--- src/hw/rtl/utf8v_pkg.sv ---
// Shared types and constants for the UTF-8 text validator.
`timescale 1ns / 1ps
`default_nettype none

package utf8v_pkg;

    // Width of the configuration limit registers.
    localparam int unsigned LIMIT_W = 13;
    localparam int unsigned CP_W    = 21;

    // Configuration register indexes.
    typedef enum logic [0:0] {
        CFG_MAX_GLYPHS = 1'b0,
        CFG_MAX_LINES  = 1'b1
    } t_cfg_index;

    localparam logic [LIMIT_W-1:0] MAX_GLYPHS_RST = 13'd1800;
    localparam logic [LIMIT_W-1:0] MAX_LINES_RST  = 13'd96;

    // Error codes, first fault in stream order.
    typedef enum logic [2:0] {
        ERR_NONE      = 3'd0,
        ERR_BAD_LEAD  = 3'd1,
        ERR_BAD_CONT  = 3'd2,
        ERR_TRUNCATED = 3'd3,
        ERR_RANGE     = 3'd4,
        ERR_CONTROL   = 3'd5,
        ERR_LINES     = 3'd6,
        ERR_GLYPHS    = 3'd7
    } t_err;

    // Lead byte ranges.
    localparam logic [7:0] LEAD2_MIN = 8'hC2;
    localparam logic [7:0] LEAD2_MAX = 8'hDF;
    localparam logic [7:0] LEAD3_MIN = 8'hE0;
    localparam logic [7:0] LEAD3_MAX = 8'hEF;
    localparam logic [7:0] LEAD4_MIN = 8'hF0;
    localparam logic [7:0] LEAD4_MAX = 8'hF4;

    // Code point limits.
    localparam logic [CP_W-1:0] CP_MAX       = 21'h10FFFF;
    localparam logic [CP_W-1:0] CP_SURR_LO   = 21'h00D800;
    localparam logic [CP_W-1:0] CP_SURR_HI   = 21'h00DFFF;
    localparam logic [CP_W-1:0] CP_MIN_LEN2  = 21'h000080;
    localparam logic [CP_W-1:0] CP_MIN_LEN3  = 21'h000800;
    localparam logic [CP_W-1:0] CP_MIN_LEN4  = 21'h010000;
    localparam logic [CP_W-1:0] CP_CTRL_C0   = 21'h000020;
    localparam logic [CP_W-1:0] CP_DEL       = 21'h00007F;
    localparam logic [CP_W-1:0] CP_C1_HI     = 21'h00009F;
    localparam logic [CP_W-1:0] CP_TAB       = 21'h000009;
    localparam logic [CP_W-1:0] CP_LF        = 21'h00000A;
    localparam logic [CP_W-1:0] CP_CR        = 21'h00000D;

    // Sequence lengths.
    localparam logic [2:0] LEN_1 = 3'd1;
    localparam logic [2:0] LEN_2 = 3'd2;
    localparam logic [2:0] LEN_3 = 3'd3;
    localparam logic [2:0] LEN_4 = 3'd4;

    // Decoder state carried from byte to byte.
    typedef struct packed {
        logic [1:0]      bytes_left;
        logic [2:0]      seq_len;
        logic [CP_W-1:0] partial;
        t_err            first_error;
    } t_dec_state;

    localparam t_dec_state DEC_CLEAR = '{
        bytes_left:  2'd0,
        seq_len:     3'd0,
        partial:     '0,
        first_error: ERR_NONE
    };

    // Per-byte status produced by the decode step.
    typedef struct packed {
        logic            text_done;
        logic            text_ok;
        t_err            error_code;
        logic            glyph_done;
        logic [CP_W-1:0] code_point;
    } t_step_res;

endpackage

`default_nettype wire

--- src/hw/rtl/utf8v_if.sv ---
// Handshake interfaces for the byte input and the result output.
`timescale 1ns / 1ps
`default_nettype none

interface utf8v_byte_if;
    logic       valid;
    logic       ready;
    logic [7:0] data_byte;
    logic       last_byte;

    modport source (output valid, output data_byte, output last_byte, input ready);
    modport sink   (input valid, input data_byte, input last_byte, output ready);
endinterface

interface utf8v_result_if #(
    parameter int unsigned COUNT_WIDTH = 14
);
    logic                   valid;
    logic                   ready;
    logic                   text_done;
    logic                   text_ok;
    logic [2:0]             error_code;
    logic                   glyph_done;
    logic [20:0]            code_point;
    logic [COUNT_WIDTH-1:0] glyph_count;
    logic [COUNT_WIDTH-1:0] line_count;

    modport source (
        output valid, output text_done, output text_ok, output error_code,
        output glyph_done, output code_point, output glyph_count, output line_count,
        input  ready
    );
    modport sink (
        input  valid, input text_done, input text_ok, input error_code,
        input  glyph_done, input code_point, input glyph_count, input line_count,
        output ready
    );
endinterface

`default_nettype wire

--- src/hw/rtl/utf8v_step.sv ---
// Single-byte UTF-8 decode, character checks and count/limit update.
`timescale 1ns / 1ps
`default_nettype none

module utf8v_step #(
    parameter int unsigned COUNT_WIDTH = 14
) (
    input  wire utf8v_pkg::t_dec_state            i_dec,
    input  wire logic [COUNT_WIDTH-1:0]           i_glyphs,
    input  wire logic [COUNT_WIDTH-1:0]           i_lines,
    input  wire logic [7:0]                       i_data_byte,
    input  wire logic                             i_last_byte,
    input  wire logic [utf8v_pkg::LIMIT_W-1:0]    i_max_glyphs,
    input  wire logic [utf8v_pkg::LIMIT_W-1:0]    i_max_lines,
    output utf8v_pkg::t_dec_state                 o_dec_next,
    output logic [COUNT_WIDTH-1:0]                o_glyphs_next,
    output logic [COUNT_WIDTH-1:0]                o_lines_next,
    output logic [COUNT_WIDTH-1:0]                o_glyph_count,
    output logic [COUNT_WIDTH-1:0]                o_line_count,
    output utf8v_pkg::t_step_res                  o_res
);

    localparam int unsigned CMP_W = (COUNT_WIDTH > utf8v_pkg::LIMIT_W) ?
                                    COUNT_WIDTH : utf8v_pkg::LIMIT_W;

    logic [COUNT_WIDTH-1:0]      glyphs_bump;
    logic [COUNT_WIDTH-1:0]      lines_bump;
    logic                        glyphs_over;
    logic                        lines_over;
    utf8v_pkg::t_dec_state       dec;
    logic [COUNT_WIDTH-1:0]      glyphs;
    logic [COUNT_WIDTH-1:0]      lines;
    utf8v_pkg::t_err             err;
    logic                        complete;
    logic                        glyph;
    logic [utf8v_pkg::CP_W-1:0]  cp;
    logic [utf8v_pkg::CP_W-1:0]  cp_out;
    logic                        bad_range;
    logic                        bad_ctrl;

    // Saturating increments and limit compares.
    assign glyphs_bump = (i_glyphs == '1) ? i_glyphs : i_glyphs + 1'b1;
    assign lines_bump  = (i_lines == '1) ? i_lines : i_lines + 1'b1;
    assign glyphs_over = CMP_W'(glyphs_bump) > CMP_W'(i_max_glyphs);
    assign lines_over  = CMP_W'(lines_bump) > CMP_W'(i_max_lines);

    // Decode one byte.
    always_comb begin
        dec       = i_dec;
        glyphs    = i_glyphs;
        lines     = i_lines;
        err       = utf8v_pkg::ERR_NONE;
        complete  = 1'b0;
        glyph     = 1'b0;
        cp_out    = '0;
        cp        = '0;
        bad_range = 1'b0;
        bad_ctrl  = 1'b0;
        if (i_dec.first_error == utf8v_pkg::ERR_NONE) begin
            if (i_dec.bytes_left == 2'd0) begin
                if (!i_data_byte[7]) begin
                    dec.partial = {13'd0, i_data_byte};
                    dec.seq_len = utf8v_pkg::LEN_1;
                    complete    = 1'b1;
                end else if (i_data_byte >= utf8v_pkg::LEAD2_MIN &&
                             i_data_byte <= utf8v_pkg::LEAD2_MAX) begin
                    dec.partial    = {16'd0, i_data_byte[4:0]};
                    dec.seq_len    = utf8v_pkg::LEN_2;
                    dec.bytes_left = 2'd1;
                end else if (i_data_byte >= utf8v_pkg::LEAD3_MIN &&
                             i_data_byte <= utf8v_pkg::LEAD3_MAX) begin
                    dec.partial    = {17'd0, i_data_byte[3:0]};
                    dec.seq_len    = utf8v_pkg::LEN_3;
                    dec.bytes_left = 2'd2;
                end else if (i_data_byte >= utf8v_pkg::LEAD4_MIN &&
                             i_data_byte <= utf8v_pkg::LEAD4_MAX) begin
                    dec.partial    = {18'd0, i_data_byte[2:0]};
                    dec.seq_len    = utf8v_pkg::LEN_4;
                    dec.bytes_left = 2'd3;
                end else begin
                    err = utf8v_pkg::ERR_BAD_LEAD;
                end
            end else if (i_data_byte[7:6] != 2'b10) begin
                err = utf8v_pkg::ERR_BAD_CONT;
            end else begin
                dec.partial    = {i_dec.partial[14:0], i_data_byte[5:0]};
                dec.bytes_left = i_dec.bytes_left - 2'd1;
                complete       = (dec.bytes_left == 2'd0);
            end

            // Check the finished character, then bump the counts.
            if (complete) begin
                cp        = dec.partial;
                bad_range = (dec.seq_len == utf8v_pkg::LEN_2 && cp < utf8v_pkg::CP_MIN_LEN2) ||
                            (dec.seq_len == utf8v_pkg::LEN_3 && cp < utf8v_pkg::CP_MIN_LEN3) ||
                            (dec.seq_len == utf8v_pkg::LEN_4 && cp < utf8v_pkg::CP_MIN_LEN4) ||
                            (cp > utf8v_pkg::CP_MAX) ||
                            (cp >= utf8v_pkg::CP_SURR_LO && cp <= utf8v_pkg::CP_SURR_HI);
                bad_ctrl  = (cp < utf8v_pkg::CP_CTRL_C0 && cp != utf8v_pkg::CP_LF &&
                             cp != utf8v_pkg::CP_CR && cp != utf8v_pkg::CP_TAB) ||
                            (cp >= utf8v_pkg::CP_DEL && cp <= utf8v_pkg::CP_C1_HI);
                if (bad_range) begin
                    err = utf8v_pkg::ERR_RANGE;
                end else if (bad_ctrl) begin
                    err = utf8v_pkg::ERR_CONTROL;
                end else begin
                    if (cp == utf8v_pkg::CP_LF) begin
                        lines = lines_bump;
                        if (lines_over) begin
                            err = utf8v_pkg::ERR_LINES;
                        end
                    end
                    if (err == utf8v_pkg::ERR_NONE) begin
                        glyphs = glyphs_bump;
                        if (glyphs_over) begin
                            err = utf8v_pkg::ERR_GLYPHS;
                        end
                    end
                    if (err == utf8v_pkg::ERR_NONE) begin
                        glyph  = 1'b1;
                        cp_out = cp;
                    end
                end
                dec.partial = '0;
                dec.seq_len = 3'd0;
            end

            // Flag a sequence cut short by the end of the text.
            if (err == utf8v_pkg::ERR_NONE && i_last_byte && dec.bytes_left != 2'd0) begin
                err = utf8v_pkg::ERR_TRUNCATED;
            end
            dec.first_error = err;
        end
    end

    // Report this byte, then clear per-text state at the end of a text.
    assign o_glyph_count       = glyphs;
    assign o_line_count        = lines;
    assign o_res.text_done     = i_last_byte;
    assign o_res.text_ok       = (dec.first_error == utf8v_pkg::ERR_NONE);
    assign o_res.error_code    = dec.first_error;
    assign o_res.glyph_done    = glyph;
    assign o_res.code_point    = cp_out;
    assign o_dec_next          = i_last_byte ? utf8v_pkg::DEC_CLEAR : dec;
    assign o_glyphs_next       = i_last_byte ? '0 : glyphs;
    assign o_lines_next        = i_last_byte ? COUNT_WIDTH'(1) : lines;

endmodule

`default_nettype wire

--- src/hw/rtl/utf8_text_validator_unit.sv ---
// Top level of the UTF-8 text validator: input register, decode step, result register.
// Strict UTF-8 validator that takes one byte per clock and returns one status per byte:
// the first error of the text so far, whether this byte finished a character (and which),
// and the running glyph and line counts checked against the max_glyphs and max_lines
// registers. Throughput is one byte per cycle when neither side stalls; a byte lands in the
// input register at its transfer, and its result is loaded into the result register from
// there once that register is free. The rate is set by the decode step between the input
// register and the result register, which updates the per-text state for each byte.
// Both sides may stall independently; a full result register keeps the input register
// loaded until the result is taken. Write the limit registers only while no text byte is
// in flight.
`timescale 1ns / 1ps
`default_nettype none

module utf8_text_validator_unit #(
    parameter int unsigned COUNT_WIDTH = 14
) (
    input  wire logic                          i_clk,
    input  wire logic                          i_rst_n,
    input  wire logic                          i_cfg_we,
    input  wire logic [0:0]                    i_cfg_index,
    input  wire logic [utf8v_pkg::LIMIT_W-1:0] i_cfg_data,
    utf8v_byte_if.sink                         i_byte,
    utf8v_result_if.source                     o_result
);

    logic                          r_s1_valid;
    logic [7:0]                    r_s1_byte;
    logic                          r_s1_last;
    logic [utf8v_pkg::LIMIT_W-1:0] r_max_glyphs;
    logic [utf8v_pkg::LIMIT_W-1:0] r_max_lines;
    utf8v_pkg::t_dec_state         r_dec;
    logic [COUNT_WIDTH-1:0]        r_glyphs;
    logic [COUNT_WIDTH-1:0]        r_lines;
    logic                          r_out_valid;
    utf8v_pkg::t_step_res          r_out_res;
    logic [COUNT_WIDTH-1:0]        r_out_glyphs;
    logic [COUNT_WIDTH-1:0]        r_out_lines;

    utf8v_pkg::t_dec_state         n_dec;
    logic [COUNT_WIDTH-1:0]        n_glyphs;
    logic [COUNT_WIDTH-1:0]        n_lines;
    utf8v_pkg::t_step_res          n_out_res;
    logic [COUNT_WIDTH-1:0]        n_out_glyphs;
    logic [COUNT_WIDTH-1:0]        n_out_lines;

    logic out_free;
    logic s1_adv;
    logic in_ready;

    // Handshake: the result register frees when empty or taken.
    assign out_free = !r_out_valid || o_result.ready;
    assign s1_adv   = r_s1_valid && out_free;
    assign in_ready = !r_s1_valid || out_free;
    assign i_byte.ready = in_ready;

    utf8v_step #(
        .COUNT_WIDTH(COUNT_WIDTH)
    ) u_step (
        .i_dec         (r_dec),
        .i_glyphs      (r_glyphs),
        .i_lines       (r_lines),
        .i_data_byte   (r_s1_byte),
        .i_last_byte   (r_s1_last),
        .i_max_glyphs  (r_max_glyphs),
        .i_max_lines   (r_max_lines),
        .o_dec_next    (n_dec),
        .o_glyphs_next (n_glyphs),
        .o_lines_next  (n_lines),
        .o_glyph_count (n_out_glyphs),
        .o_line_count  (n_out_lines),
        .o_res         (n_out_res)
    );

    // Hold configuration, advance input and result stages.
    always_ff @(posedge i_clk) begin
        if (!i_rst_n) begin
            r_s1_valid   <= 1'b0;
            r_out_valid  <= 1'b0;
            r_max_glyphs <= utf8v_pkg::MAX_GLYPHS_RST;
            r_max_lines  <= utf8v_pkg::MAX_LINES_RST;
            r_dec        <= utf8v_pkg::DEC_CLEAR;
            r_glyphs     <= '0;
            r_lines      <= COUNT_WIDTH'(1);
        end else begin
            if (i_cfg_we) begin
                case (utf8v_pkg::t_cfg_index'(i_cfg_index))
                    utf8v_pkg::CFG_MAX_GLYPHS: begin
                        r_max_glyphs <= i_cfg_data;
                    end
                    utf8v_pkg::CFG_MAX_LINES: begin
                        r_max_lines <= i_cfg_data;
                    end
                    default: begin
                    end
                endcase
            end
            if (in_ready) begin
                r_s1_valid <= i_byte.valid;
            end
            if (out_free) begin
                r_out_valid <= r_s1_valid;
            end
            if (s1_adv) begin
                r_dec    <= n_dec;
                r_glyphs <= n_glyphs;
                r_lines  <= n_lines;
            end
        end
    end

    // Payload registers need no reset.
    always_ff @(posedge i_clk) begin
        if (in_ready && i_byte.valid) begin
            r_s1_byte <= i_byte.data_byte;
            r_s1_last <= i_byte.last_byte;
        end
        if (s1_adv) begin
            r_out_res    <= n_out_res;
            r_out_glyphs <= n_out_glyphs;
            r_out_lines  <= n_out_lines;
        end
    end

    assign o_result.valid       = r_out_valid;
    assign o_result.text_done   = r_out_res.text_done;
    assign o_result.text_ok     = r_out_res.text_ok;
    assign o_result.error_code  = r_out_res.error_code;
    assign o_result.glyph_done  = r_out_res.glyph_done;
    assign o_result.code_point  = r_out_res.code_point;
    assign o_result.glyph_count = r_out_glyphs;
    assign o_result.line_count  = r_out_lines;

endmodule

`default_nettype wire

--- src/flat_wrapper.sv ---
// flat-port wrapper written by rule: the top's interface ports become plain ports
module utf8_text_validator_unit_flat 
#(
    parameter int unsigned COUNT_WIDTH = 14
)
  (i_clk, i_rst_n, i_cfg_we, i_cfg_index, i_cfg_data, i_byte_valid, i_byte_data_byte, i_byte_last_byte, i_byte_ready, o_result_valid, o_result_text_done, o_result_text_ok, o_result_error_code, o_result_glyph_done, o_result_code_point, o_result_glyph_count, o_result_line_count, o_result_ready);
  utf8v_byte_if i_byte_i ();
  utf8v_result_if #(.COUNT_WIDTH(COUNT_WIDTH)) o_result_i ();
  input  wire logic i_clk;
  input  wire logic i_rst_n;
  input  wire logic i_cfg_we;
  input  wire logic [0:0] i_cfg_index;
  input  wire logic [utf8v_pkg::LIMIT_W-1:0] i_cfg_data;
  input wire logic [$bits(i_byte_i.valid)-1:0] i_byte_valid;
  input wire logic [$bits(i_byte_i.data_byte)-1:0] i_byte_data_byte;
  input wire logic [$bits(i_byte_i.last_byte)-1:0] i_byte_last_byte;
  output wire logic [$bits(i_byte_i.ready)-1:0] i_byte_ready;
  output wire logic [$bits(o_result_i.valid)-1:0] o_result_valid;
  output wire logic [$bits(o_result_i.text_done)-1:0] o_result_text_done;
  output wire logic [$bits(o_result_i.text_ok)-1:0] o_result_text_ok;
  output wire logic [$bits(o_result_i.error_code)-1:0] o_result_error_code;
  output wire logic [$bits(o_result_i.glyph_done)-1:0] o_result_glyph_done;
  output wire logic [$bits(o_result_i.code_point)-1:0] o_result_code_point;
  output wire logic [$bits(o_result_i.glyph_count)-1:0] o_result_glyph_count;
  output wire logic [$bits(o_result_i.line_count)-1:0] o_result_line_count;
  input wire logic [$bits(o_result_i.ready)-1:0] o_result_ready;
  assign i_byte_i.valid = i_byte_valid;
  assign i_byte_i.data_byte = i_byte_data_byte;
  assign i_byte_i.last_byte = i_byte_last_byte;
  assign i_byte_ready = i_byte_i.ready;
  assign o_result_valid = o_result_i.valid;
  assign o_result_text_done = o_result_i.text_done;
  assign o_result_text_ok = o_result_i.text_ok;
  assign o_result_error_code = o_result_i.error_code;
  assign o_result_glyph_done = o_result_i.glyph_done;
  assign o_result_code_point = o_result_i.code_point;
  assign o_result_glyph_count = o_result_i.glyph_count;
  assign o_result_line_count = o_result_i.line_count;
  assign o_result_i.ready = o_result_ready;
  utf8_text_validator_unit #(.COUNT_WIDTH(COUNT_WIDTH)) u_core (.i_clk(i_clk), .i_rst_n(i_rst_n), .i_cfg_we(i_cfg_we), .i_cfg_index(i_cfg_index), .i_cfg_data(i_cfg_data), .i_byte(i_byte_i), .o_result(o_result_i));
endmodule
--- config.mk ---
export PLATFORM = sky130hd
export DESIGN_NAME = utf8_text_validator_unit_flat
export DESIGN_NICKNAME = d
export VERILOG_FILES = /design/src/hw/rtl/utf8v_pkg.sv /design/src/hw/rtl/utf8v_if.sv /design/src/hw/rtl/utf8v_step.sv /design/src/hw/rtl/utf8_text_validator_unit.sv /design/src/flat_wrapper.sv
export SDC_FILE = /design/constraint.sdc
export NUM_CORES = 1
export LEC_CHECK = 0
export CORE_MARGIN = 2
export CORE_UTILIZATION = 69
export CTS_CLUSTER_DIAMETER = 120
export CTS_CLUSTER_SIZE = 12
export DETAILED_ROUTE_END_ITERATION = 7
export DONT_BUFFER_PORTS = 1
export PLACE_DENSITY = 0.92
export SKIP_LAST_GASP = 1
export SLEW_MARGIN = 20
export SYNTH_ARGS = -nofsm -noshare
export SYNTH_HDL_FRONTEND = slang
export SYNTH_SLANG_ARGS = --single-unit
--- constraint.sdc ---
create_clock -name i_clk -period 13.9 [get_ports i_clk]
set_clock_uncertainty 0.1 [all_clocks]
set_input_delay 2.085 -clock i_clk [delete_from_list [all_inputs] [get_ports i_clk]]
set_output_delay 2.085 -clock i_clk [all_outputs]
set_load 0.05 [all_outputs]
==> results.py <==
metrics = {
    "outcome": {
        "outcome": "finished, final reports clean",
    },
    "detailed_routing": {
        "dr.pass1.iters": 6,
        "post_drt_wl_per_cell_microns": 20.3,
        "drt_iter0_drc": 999,
        "antenna_left": 0,
        "vias": 7444,
        "via_per_inst": 6.96,
        "drc": 0,
        "routed_wl_microns": 21700,
    },
    "grt": {
        "grt_first_pass_wirelength_microns": 34800,
        "grt_max_degree": 40,
        "grt_pass1_vias": 6705,
        "antenna_found_initial": 0,
        "globalRouteOverflowTotal": 0,
        "track_usage_pct": 33.8,
    },
    "worst_setup_path": {
        "worstPathRequired_ns": 14.02,
        "crit_arrival_ns": 5.84,
        "crit_chain": "ha_1, inv_1, nor4_1, and3_1, or3_1, nor2_1, nand3_1, or2_2, xnor2_1, ha_1, nand4_1, nor2_1, o31a_1, o41ai_1, a2111o_1, o21a_1, and3_1, nand2_1, a21oi_1",
        "crit_type": "reg2reg",
        "reg2reg_from": "u_core.r_lines[0]",
        "cp_num_buf_inv": 1,
        "slowest_delay_ns": 0.47,
        "cp_slowest_cell": "o41ai_1",
        "crit_family": "simple AND/OR/NAND/NOR gates",
        "crit_fanout": 16,
        "endpoint_kind": "flop",
        "startpoint": "u_core.r_lines[0]",
        "startpoint_type": "flop",
    },
    "placed_design": {
        "dp.cells": 1038,
        "place.gp.congestion": 0.991,
        "post-place-ws_ns": 8.43,
        "io_buffer_count": 0,
        "place_area_sq_um": 8420,
        "dp_hpwl_microns": 14600,
    },
    "timing": {
        "hold_viol": 0,
        "fin_crit_sh_pct": 41.2,
        "slew_viol_final": 0,
        "fmax_ghz": 0.175,
        "relSlewSlack_pct": 32.2,
        "tightest_slew_ns": 1.01,
        "layout_setup_ws_ns": 8.18,
        "fin_crit_ns": 5.72,
        "rsz0062_at_grt": "false",
        "setup-tns-final_ns": 0,
        "finalSetupViolations": 0,
    },
    "floorplanning": {
        "io_pins": 85,
        "fp-row-count": 40,
        "start_util_pct": 70.8,
        "die_area_sq_um": 13200,
        "design.core.area_sq_um": 12000,
        "die_y_microns": 115,
        "die_x_microns": 115,
    },
    "worst_hold_path": {
        "holdCritPathClass": "reg2reg",
        "worstHoldStart": "u_core.r_max_lines[4]",
    },
    "clock_tree": {
        "cts_made_buffers": 17,
        "cts_root_buf": "clkbuf_16",
        "cts_max_level": 4,
        "cts_tree": "built",
        "postCtsSetupBuffers": 0,
        "clock_latency_ns": 0.44,
        "post_cts_resized": 0,
        "clk_pin_slew_ns": 0.06,
        "numClockSinks": 149,
        "hold_buffers": 0,
        "cts_buffer_depth": 2,
    },
    "synth": {
        "yosysUniqueCellTypes": 81,
        "synth_top_family_by_area": "simple AND/OR/NAND/NOR gates",
        "async_flop_share_pct": 0,
        "synth_edf_count": 64,
        "synthesis.nets": 1016,
        "yosys_warnings": 0,
        "synthMuxAreaShare_pct": 2.00,
        "ys_seq_area_share_pct": 42.6,
        "synth_simple_gate_area_share_pct": 20.8,
        "synthAdderAreaFrac_pct": 4.41,
        "yosys_register_bits": 149,
        "netlist_area_sq_um": 8510,
        "avgSynthCellArea_sq_um": 8.88,
        "synth-compound-area-share_pct": 19.8,
        "ys.flop_type": "dfxtp_1",
        "synthCells": 958,
        "synthXorXnorAreaFrac_pct": 4.43,
    },
    "layout": {
        "drive_gt1_share_pct": 7.37,
        "insertedDiodeCount": 0,
        "final_area_sq_um": 9010,
        "syn2layout_area_growth_pct": 5.87,
        "fin_cells": 1070,
        "final_cell_mix": "nand2_1 (121), nor2_1 (99), dfxtp_1 (85)",
        "final_common_cell": "nand2_1",
        "final_core_util_pct": 75.0,
        "nNetsFinal": 968,
    },
    "flow_run": {
        "cap_violations": 0,
    },
    "power_and_ir_drop": {
        "p_per_area_nw_per_um2": 116,
        "peakVddDrop_v": 0.0000968,
        "p_leak_nw": 3.30,
    },
}
[cell usage after synthesis (all sizes together), types with 12 or more instances]
| master | instances | area share, % |
|---|---|---|
| nor2 | 100 | 4.4 |
| or4 | 12 | 1.1 |
| nor4 | 12 | 1.1 |
| dfxtp | 85 | 20 |
| a22oi | 30 | 2.6 |
| a21oi | 65 | 3.8 |
| nand2 | 121 | 5.3 |
| nand3 | 25 | 1.5 |
| ha | 30 | 4.4 |
| nand4 | 16 | 1.2 |
| edfxtp | 64 | 23 |
| inv | 46 | 2.0 |
| buf | 21 | 1.6 |
| a31oi | 14 | 1.0 |
| and3 | 13 | 0.96 |
| xor2 | 18 | 1.9 |
| xnor2 | 25 | 2.6 |
| nor3 | 12 | 0.84 |
| clkbuf | 54 | 2.4 |
| o211ai | 21 | 1.9 |
| o21ai | 22 | 1.3 |
| nand2b | 12 | 0.88 |
[cells by family (layout without fill, tap and decap cells)]
family / count (synthesis) / after routing
XOR/XNOR: 43 / 43
flip-flops: 149 / 149
adder cells (fa/ha/maj): 30 / 30
AND/OR/NAND/NOR: 362 / 362
multiplexers: 16 / 16
buffers and inverters: 121 / 86
AO/OA/AOI/OAI: 237 / 237
[metal layers]
| metal | share of wire, % | global-route usage (%) | wire (microns) | vias to the layer above |
|---|---|---|---|---|
| met5 | 0 | 0 | 0 | - |
| met4 | 3.2 | 14.0 | 703 | 0 |
| met3 | 12 | 8.33 | 2650 | 70 |
| met2 | 44 | 50.4 | 9630 | 521 |
| met1 | 40 | 47.3 | 8720 | 3466 |
| li1 | - | - | - | 3387 |
[state kept, by name (all words and copies together), names as in the netlist, 13 cells and up]
register and flops:
u_core.r_dec 29, u_core.o_result.code_point 21, u_core.o_result.glyph_count 14, u_core.o_result.line_count 14, u_core.r_glyphs 14, u_core.r_lines 14, u_core.r_max_glyphs 13, u_core.r_max_lines 13
[power by group]
part           total (mW)  internal [mW]  switching [mW]
registers           0.506          0.471          0.0346
clock network       0.457          0.266           0.191
logic              0.0797         0.0240          0.0557
total                1.04          0.762           0.281
[cell type report]
cell class              instances  area, sq um
well taps                     147          184
inverters                      46          173
flip-flops and latches        149         3620
clock buffers                  19          433
clock inverters                13          150
repair buffers                  8         60.1
multi-input cells             688         4390
fillers                       800         3000
[metrics by stage]
step	power, mW	hold slack, ns
floorplan	0.573	0.336
global placement	0.589	0.343
detailed placement	0.590	0.348
CTS	1.04	0.356
global route	1.07	0.373
finish	1.04	0.354
[worst min-delay path: stages, from the launching register on]
cell	delay (ns)
dfxtp_1	0.31
nand2_1	0.05
a21oi_1	0.05
[path summary, 6_finish.rpt]
kind                                                 endpoint  slack [ns]  cells past startpoint
worst max-delay path            u_core.o_result.code_point[0]        8.18                     19
worst min-delay path                    u_core.r_max_lines[4]        0.35                      2
worst max register to register  u_core.o_result.code_point[0]        8.18                     19
worst min register to register          u_core.r_max_lines[4]        0.35                      2
(Power assumes the default switching activity.)
